--- src/design/qec_pkg.sv ---
// ----------------------------------------------------------------------------
// qec_pkg: shared definitions for the quadratic easing curve
// Widths, register indexes, curve codes and the record that travels
// down the divider cell chain.
// ----------------------------------------------------------------------------
package qec_pkg;

    localparam int TIME_W    = 32;
    localparam int FRAC_W    = 16;
    localparam int CFG_W     = 32;
    localparam int CFG_IDX_W = 2;
    localparam int NUM_W     = TIME_W + FRAC_W;
    localparam int SQ_W      = 2 * FRAC_W;

    localparam logic [CFG_IDX_W-1:0] REG_DURATION = CFG_IDX_W'(0);
    localparam logic [CFG_IDX_W-1:0] REG_CURVE    = CFG_IDX_W'(1);

    localparam logic [TIME_W-1:0] DUR_RESET  = TIME_W'(32'd1000);
    localparam logic [FRAC_W-1:0] FULL_SCALE = {FRAC_W{1'b1}};
    localparam logic [FRAC_W-1:0] HALF_POINT = FRAC_W'(1) << (FRAC_W - 1);
    localparam logic [SQ_W-1:0]   ROUND_HI   = SQ_W'(1) << (FRAC_W - 1);
    localparam logic [SQ_W-1:0]   ROUND_LO   = SQ_W'(1) << (FRAC_W - 2);

    typedef enum logic [1:0] {
        CURVE_LINEAR   = 2'd0,
        CURVE_QUAD_IN  = 2'd1,
        CURVE_QUAD_OUT = 2'd2,
        CURVE_IN_OUT   = 2'd3
    } curve_t;

    typedef struct packed {
        logic [TIME_W-1:0] rem;
        logic [FRAC_W-1:0] num_lo;
        logic [FRAC_W-1:0] quo;
        logic              zero;
    } div_t;

endpackage

--- src/design/qec_div_cell.sv ---
// ----------------------------------------------------------------------------
// qec_div_cell: one restoring division step
// Brings down one dividend bit, subtracts the duration when it fits and
// shifts the resulting quotient bit into the partial quotient.
// ----------------------------------------------------------------------------
module qec_div_cell (
    input  logic                        clk,
    input  logic                        rst_n,
    input  logic                        up_valid,
    output logic                        up_ready,
    input  qec_pkg::div_t               up_data,
    input  logic [qec_pkg::TIME_W-1:0]  divisor,
    output logic                        dn_valid,
    input  logic                        dn_ready,
    output qec_pkg::div_t               dn_data
);
    import qec_pkg::*;

    logic              valid_reg;
    div_t              data_reg;
    div_t              data_next;
    logic [TIME_W:0]   trial;
    logic [TIME_W:0]   diff;

    assign up_ready = !valid_reg || dn_ready;
    assign dn_valid = valid_reg;
    assign dn_data  = data_reg;

    always_comb
    begin
        trial     = {up_data.rem, up_data.num_lo[FRAC_W-1]};
        diff      = trial - {1'b0, divisor};
        data_next = up_data;
        data_next.num_lo = {up_data.num_lo[FRAC_W-2:0], 1'b0};
        if (!diff[TIME_W])
        begin
            data_next.rem = diff[TIME_W-1:0];
            data_next.quo = {up_data.quo[FRAC_W-2:0], 1'b1};
        end
        else
        begin
            data_next.rem = trial[TIME_W-1:0];
            data_next.quo = {up_data.quo[FRAC_W-2:0], 1'b0};
        end
    end

    always_ff @(posedge clk or negedge rst_n)
    begin
        if (!rst_n)
        begin
            valid_reg <= 1'b0;
        end
        else if (up_ready)
        begin
            valid_reg <= up_valid;
        end
    end

    always_ff @(posedge clk)
    begin
        if (up_valid && up_ready)
        begin
            data_reg <= data_next;
        end
    end

endmodule

--- src/design/qec_ease.sv ---
// ----------------------------------------------------------------------------
// qec_ease: curve stage
// Squares the progress or its complement in one stage, then rounds, scales and
// mirrors it as needed into the output register; linear passes it through.
// ----------------------------------------------------------------------------
module qec_ease (
    input  logic                        clk,
    input  logic                        rst_n,
    input  logic                        up_valid,
    output logic                        up_ready,
    input  qec_pkg::div_t               up_data,
    input  qec_pkg::curve_t             curve_mode,
    output logic                        out_valid,
    input  logic                        out_ready,
    output logic [qec_pkg::FRAC_W-1:0]  eased_value
);
    import qec_pkg::*;

    logic              s1_valid_reg;
    logic [FRAC_W-1:0] s1_p_reg;
    logic [SQ_W-1:0]   s1_sq_reg;
    curve_t            s1_mode_reg;
    logic              s1_low_reg;
    logic              s1_ready;

    logic              out_valid_reg;
    logic [FRAC_W-1:0] out_value_reg;
    logic [FRAC_W-1:0] out_value_next;

    logic [FRAC_W-1:0] p;
    logic [FRAC_W-1:0] q;
    logic [FRAC_W-1:0] op;
    logic              low;
    logic [SQ_W-1:0]   rnd_hi;
    logic [SQ_W-1:0]   rnd_lo;

    assign s1_ready    = !out_valid_reg || out_ready;
    assign up_ready    = !s1_valid_reg || s1_ready;
    assign out_valid   = out_valid_reg;
    assign eased_value = out_value_reg;

    always_comb
    begin
        p   = up_data.zero ? '0 : up_data.quo;
        q   = FULL_SCALE - p;
        low = p < HALF_POINT;
        if (curve_mode == CURVE_QUAD_IN || (curve_mode == CURVE_IN_OUT && low))
        begin
            op = p;
        end
        else
        begin
            op = q;
        end
    end

    always_comb
    begin
        rnd_hi = s1_sq_reg + ROUND_HI;
        rnd_lo = s1_sq_reg + ROUND_LO;
        case (s1_mode_reg)
            CURVE_LINEAR:   out_value_next = s1_p_reg;
            CURVE_QUAD_IN:  out_value_next = rnd_hi[SQ_W-1:FRAC_W];
            CURVE_QUAD_OUT: out_value_next = FULL_SCALE - rnd_hi[SQ_W-1:FRAC_W];
            CURVE_IN_OUT:
            begin
                if (s1_low_reg)
                begin
                    out_value_next = rnd_lo[SQ_W-2:FRAC_W-1];
                end
                else
                begin
                    out_value_next = FULL_SCALE - rnd_lo[SQ_W-2:FRAC_W-1];
                end
            end
            default:        out_value_next = s1_p_reg;
        endcase
    end

    always_ff @(posedge clk or negedge rst_n)
    begin
        if (!rst_n)
        begin
            s1_valid_reg  <= 1'b0;
            out_valid_reg <= 1'b0;
        end
        else
        begin
            if (up_ready)
            begin
                s1_valid_reg <= up_valid;
            end
            if (s1_ready)
            begin
                out_valid_reg <= s1_valid_reg;
            end
        end
    end

    always_ff @(posedge clk)
    begin
        if (up_valid && up_ready)
        begin
            s1_p_reg    <= p;
            s1_sq_reg   <= SQ_W'(op) * SQ_W'(op);
            s1_mode_reg <= curve_mode;
            s1_low_reg  <= low;
        end
        if (s1_valid_reg && s1_ready)
        begin
            out_value_reg <= out_value_next;
        end
    end

    a_linear_passes: assert property (@(posedge clk) disable iff (!rst_n)
        (s1_valid_reg && s1_ready && s1_mode_reg == CURVE_LINEAR)
        |=> (out_value_reg == $past(s1_p_reg)))
        else $error("linear curve changed the progress value");

    a_quad_in_below: assert property (@(posedge clk) disable iff (!rst_n)
        (s1_valid_reg && s1_ready && s1_mode_reg == CURVE_QUAD_IN)
        |=> (out_value_reg <= $past(s1_p_reg)))
        else $error("quadratic in rose above the progress value");

    a_quad_out_above: assert property (@(posedge clk) disable iff (!rst_n)
        (s1_valid_reg && s1_ready && s1_mode_reg == CURVE_QUAD_OUT)
        |=> (out_value_reg >= $past(s1_p_reg)))
        else $error("quadratic out fell below the progress value");

endmodule

--- src/design/quadratic_easing_curve.sv ---
// ----------------------------------------------------------------------------
// quadratic_easing_curve: eased progress from elapsed time
// Clamps the elapsed time to the duration, scales it to a 16-bit progress
// through a chain of division cells and applies the selected curve.
//
//   Channel   Handshake              Payload
//   input     in_valid / in_ready    elapsed_ms [31:0]
//   output    out_valid / out_ready  eased_value [15:0]
//   config    cfg_we                 cfg_index [1:0], cfg_data [31:0]
//
// One request per cycle is accepted while the output is not stalled; each result
// passes a scaling stage, 16 division cells, a squaring stage and the output
// stage.
// Reset empties every stage and sets duration to 1000 and the curve to linear.
// A stalled output holds its stage; each stage takes a new request whenever
// it is empty or its successor moves, so bubbles close up before input stalls.
// ----------------------------------------------------------------------------
module quadratic_easing_curve (
    input  logic                           clk,
    input  logic                           rst_n,
    input  logic                           in_valid,
    output logic                           in_ready,
    input  logic [31:0]                    elapsed_ms,
    output logic                           out_valid,
    input  logic                           out_ready,
    output logic [15:0]                    eased_value,
    input  logic                           cfg_we,
    input  logic [qec_pkg::CFG_IDX_W-1:0]  cfg_index,
    input  logic [qec_pkg::CFG_W-1:0]      cfg_data
);
    import qec_pkg::*;

    logic [TIME_W-1:0] dur_reg;
    curve_t            curve_reg;

    logic              s0_valid_reg;
    div_t              s0_data_reg;
    div_t              s0_data_next;
    logic [TIME_W-1:0] t_in;
    logic [TIME_W-1:0] t_clamp;
    logic [NUM_W-1:0]  num;

    logic              cell_valid [0:FRAC_W];
    logic              cell_ready [0:FRAC_W];
    div_t              cell_data  [0:FRAC_W];

    assign in_ready      = !s0_valid_reg || cell_ready[0];
    assign cell_valid[0] = s0_valid_reg;
    assign cell_data[0]  = s0_data_reg;

    always_ff @(posedge clk or negedge rst_n)
    begin
        if (!rst_n)
        begin
            dur_reg   <= DUR_RESET;
            curve_reg <= CURVE_LINEAR;
        end
        else if (cfg_we)
        begin
            if (cfg_index == REG_DURATION)
            begin
                dur_reg <= cfg_data[TIME_W-1:0];
            end
            else if (cfg_index == REG_CURVE)
            begin
                curve_reg <= curve_t'(cfg_data[1:0]);
            end
        end
    end

    always_comb
    begin
        t_in    = elapsed_ms[TIME_W-1:0];
        t_clamp = (t_in > dur_reg) ? dur_reg : t_in;
        num     = {t_clamp, {FRAC_W{1'b0}}} - {{FRAC_W{1'b0}}, t_clamp};
        s0_data_next.rem    = num[NUM_W-1:FRAC_W];
        s0_data_next.num_lo = num[FRAC_W-1:0];
        s0_data_next.quo    = '0;
        s0_data_next.zero   = (dur_reg == '0);
    end

    always_ff @(posedge clk or negedge rst_n)
    begin
        if (!rst_n)
        begin
            s0_valid_reg <= 1'b0;
        end
        else if (in_ready)
        begin
            s0_valid_reg <= in_valid;
        end
    end

    always_ff @(posedge clk)
    begin
        if (in_valid && in_ready)
        begin
            s0_data_reg <= s0_data_next;
        end
    end

    for (genvar i = 0; i < FRAC_W; i++)
    begin : g_cell
        qec_div_cell u_cell (
            .clk      (clk),
            .rst_n    (rst_n),
            .up_valid (cell_valid[i]),
            .up_ready (cell_ready[i]),
            .up_data  (cell_data[i]),
            .divisor  (dur_reg),
            .dn_valid (cell_valid[i+1]),
            .dn_ready (cell_ready[i+1]),
            .dn_data  (cell_data[i+1])
        );
    end

    qec_ease u_ease (
        .clk         (clk),
        .rst_n       (rst_n),
        .up_valid    (cell_valid[FRAC_W]),
        .up_ready    (cell_ready[FRAC_W]),
        .up_data     (cell_data[FRAC_W]),
        .curve_mode  (curve_reg),
        .out_valid   (out_valid),
        .out_ready   (out_ready),
        .eased_value (eased_value)
    );

endmodule
--- config.mk ---
export PLATFORM = sky130hd
export DESIGN_NAME = quadratic_easing_curve
export DESIGN_NICKNAME = d
export VERILOG_FILES = /design/src/design/qec_pkg.sv /design/src/design/qec_div_cell.sv /design/src/design/qec_ease.sv /design/src/design/quadratic_easing_curve.sv
export SDC_FILE = /design/constraint.sdc
export NUM_CORES = 2
export LEC_CHECK = 0
export ABC_CLOCK_PERIOD_IN_PS = 11180
export BUFFER_PORTS_ARGS = -buffer_cell sky130_fd_sc_hd__buf_2
export CORE_UTILIZATION = 56
export CTS_BUF_LIST = sky130_fd_sc_hd__clkbuf_8
export CTS_CLUSTER_DIAMETER = 60
export DETAILED_ROUTE_END_ITERATION = 7
export PLACE_DENSITY = 0.82
export SYNTH_ARGS = -nofsm -noshare
export SYNTH_HDL_FRONTEND = slang
export SYNTH_SLANG_ARGS = --single-unit
--- constraint.sdc ---
create_clock -name clk -period 11.18 [get_ports clk]
set_clock_uncertainty 0.2 [all_clocks]
set_input_delay 1.118 -clock clk [delete_from_list [all_inputs] [get_ports clk]]
set_output_delay 1.118 -clock clk [all_outputs]
set_load 0.03 [all_outputs]
==> results.json <==
{
  "synth_top_area_cell": "edfxtp_1",
  "synth_area_leaders": "edfxtp_1 37%, ha_1 12%, mux2_2 5.2%",
  "synth_area_per_cell_um2": 10.6,
  "numCtsBuffers": 157,
  "cts_buffer_depth": 3,
  "grtUsageTotal_pct": 27.0,
  "synth_top_area_share_pct": 37.1,
  "cp_data_required_time_ps": 11620,
  "synth.distinct_cells": 98,
  "syn_inst": 6524,
  "root_buffer": "clkbuf_8",
  "relSlewSlack_pct": 18.4,
  "r2r_start": "g_cell[15].u_cell.dn_data[0]",
  "h-tree-depth": 4,
  "critPathMaxFanout": 19,
  "min_period_ps": 9410,
  "critPathKind": "register to register",
  "ys_seq_elements": 907,
  "die_area_mm2": 0.125,
  "synth_edf_count": 854,
  "drc": 0,
  "start_util_pct": 56.6,
  "vias_per_cell": 6.17,
  "final_hold_viol_count": 0,
  "fmax_ghz": 0.106,
  "post_cts_buffers": 0,
  "dr_total_vias": 52053,
  "cts.sink_count": 907,
  "grt_overflow": 0,
  "ys.flop_type": "edfxtp_1",
  "gp_congestion": 0.955,
  "synth_area_mm2": 0.0691,
  "antenna_left": 0,
  "wire_per_inst_um": 20.2,
  "area_delta_synth_final_pct": 8.26,
  "clk_pin_slew_worst_paths_ps": 60,
  "fin_nets": 7591,
  "ff2ff_path_depth": 26,
  "min_path_type": "input pin to asynchronous set/reset pin",
  "tightest_slew_ps": 1220,
  "largest_register_ffs": 752,
  "die_h_um": 353,
  "seq_area_frac_synth_pct": 39.0,
  "antenna_found_initial": 6,
  "clk_latency_ps": 880,
  "tns_ps": 0,
  "report.final.slew_viol_count": 0,
  "die_w_um": 353,
  "grt_pass1_wl_mm": 270,
  "grt_max_degree": 66,
  "dp_hpwl_mm": 127,
  "period_share_pct": 84.2,
  "routed_wl_mm": 171,
  "drtIter0Drc": 4679,
  "yosys_warnings": 0,
  "regToRegSetupSlack_ps": 1770,
  "rows": 128,
  "cp.arrival_ps": 9850,
  "endpoint_kind": "register",
  "outcome": "completed",
  "cts_hold_buf": 0,
  "cp-start-kind": "register",
  "grt_setup_unrepaired": "no",
  "maxCapViolCount": 0,
  "synthArstFlopShare_pct": 5.84,
  "syn-num-nets": 7428,
  "dr.pass1.iters": 6,
  "fill_cells": 9537,
  "io_pins": 89,
  "fp.coreArea_mm2": 0.122,
  "drive_above_1_share_pct": 13.0,
  "postCtsResizedCells": 0,
  "timing.rr.end": "u_ease.s1_sq_reg[30]",
  "setup_viol": 0,
  "portBuffers": 88,
  "grt_pass1_vias": 51859,
  "cts_tree": "done"
}
worst max-delay path: stages (launching register included):
cell	delay (ps)
edfxtp_1	680
nor2b_1	210
nand2_1	110
nand2_1	560
xnor2_1	980
clkinv_1	610
nand2_1	210
fa_1	490
fa_1	560
inv_1	60
fa_1	490
fa_1	520
fa_1	500
inv_1	50
fa_1	470
inv_1	40
ha_1	210
nor3_1	190
o21ai_0	180
a211oi_1	420
a21oi_1	190
a21oi_1	350
o221ai_1	270
nand4_1	180
nand3b_1	130
a21oi_1	200
xnor2_1	80
cell usage in the layout, fill, tap and decap left out, drive strengths merged, types with 21 or more instances in the layout:
cell type | synthesis | final
a31oi | 62 | 62
and2 | 41 | 41
o211ai | 40 | 40
nand3 | 121 | 121
buf | 56 | 167
nor2b | 93 | 93
fa | 176 | 176
a21o | 205 | 205
nor4 | 30 | 30
xor2 | 175 | 175
o21bai | 60 | 60
a21boi | 30 | 30
edfxtp | 854 | 854
a21oi | 469 | 469
nand4 | 54 | 54
nor2 | 397 | 397
clkbuf | 107 | 161
inv | 427 | 473
xnor2 | 332 | 332
mux2i | 47 | 47
or3 | 34 | 34
o21ai | 358 | 358
dfrtp | 47 | 47
o21a | 100 | 100
or2 | 27 | 27
a31o | 21 | 21
a211oi | 53 | 53
clkinv | 4 | 64
nand2b | 90 | 90
a211o | 21 | 21
and4 | 25 | 25
o31ai | 39 | 39
mux2 | 396 | 396
and3 | 58 | 58
ha | 657 | 657
nand2 | 460 | 460
nor3 | 107 | 107
worst max-delay path by stage:
stage | from | end | slack, ps | depth (start not counted)
2_1_floorplan | g_cell[15].u_cell.dn_data[0] | u_ease.s1_sq_reg[24] | 3260 | 29
3_3_place_gp | g_cell[15].u_cell.dn_data[0] | u_ease.s1_sq_reg[24] | 2150 | 27
3_5_place_dp | g_cell[15].u_cell.dn_data[0] | u_ease.s1_sq_reg[30] | 1890 | 26
4_1_cts | g_cell[15].u_cell.dn_data[0] | u_ease.s1_sq_reg[30] | 1840 | 26
5_1_grt | g_cell[15].u_cell.dn_data[0] | u_ease.s1_sq_reg[24] | 1300 | 26
6_report | g_cell[15].u_cell.dn_data[0] | u_ease.s1_sq_reg[30] | 1770 | 26
cell families (layout without fill, tap and decap cells):
group / Yosys count / count (layout) / share of synthesized area (%)
fa+ha+maj: 833 / 833 / 17.0
other cells: 0 / 5 / 0
buf+inv: 594 / 882 / 3.39
flops: 907 / 907 / 39.0
mux: 443 / 443 / 7.54
simple gates: 1592 / 1592 / 11.2
xor+xnor: 507 / 507 / 6.45
compound gates: 1648 / 1648 / 15.4
cell type report:
| cell class | count | area [µm²] | share of cell area (%) |
|---|---|---|---|
| well taps | 1625 | 2030 | 2.72 |
| repair buffers | 167 | 1040 | 1.38 |
| diodes | 5 | 12.5 | 0.0167 |
| flip-flops and latches | 907 | 27000 | 36.1 |
| clock buffers | 161 | 2220 | 2.96 |
| clock inverters | 123 | 942 | 1.26 |
| inverters | 431 | 1620 | 2.16 |
| multi-input cells | 5023 | 40000 | 53.4 |
layer usage:
metal | vias to the layer above | part of all wire, % | track usage (%)
li1 | 24524 | - | -
met1 | 24992 | 41 | 33.5
met2 | 2019 | 47 | 44.9
met3 | 516 | 7.6 | 5.78
met4 | 2 | 4.6 | 12.7
met5 | - | 0.0076 | 0
through the flow:
step	instances	setup WS (ps)	util, %	instance area, µm²	hold WS (ps)
floorplan	6524	3260	-	69100	200
global placement	8153	2150	58.7	71600	200
detailed placement	8153	1890	58.7	71600	205
CTS	8437	1840	61.3	74800	122
global route	8440	1300	61.3	74800	173
finish	8442	1770	61.3	74800	149
synthesized netlist by cell type (60+ instances only):
cell	instances
a21o_1	205
a21oi_1	469
a31oi_1	62
clkbuf_1	107
edfxtp_1	854
fa_1	176
ha_1	657
inv_1	425
mux2_2	316
mux2_4	75
nand2_1	458
nand2b_1	90
nand3_1	121
nor2_1	396
nor2b_1	93
nor3_1	107
o21a_1	100
o21ai_0	354
o21bai_1	60
xnor2_1	331
xor2_1	174
Power is not shown: default switching activity piles up to over one toggle a cycle in this logic, so the estimate is an artifact.
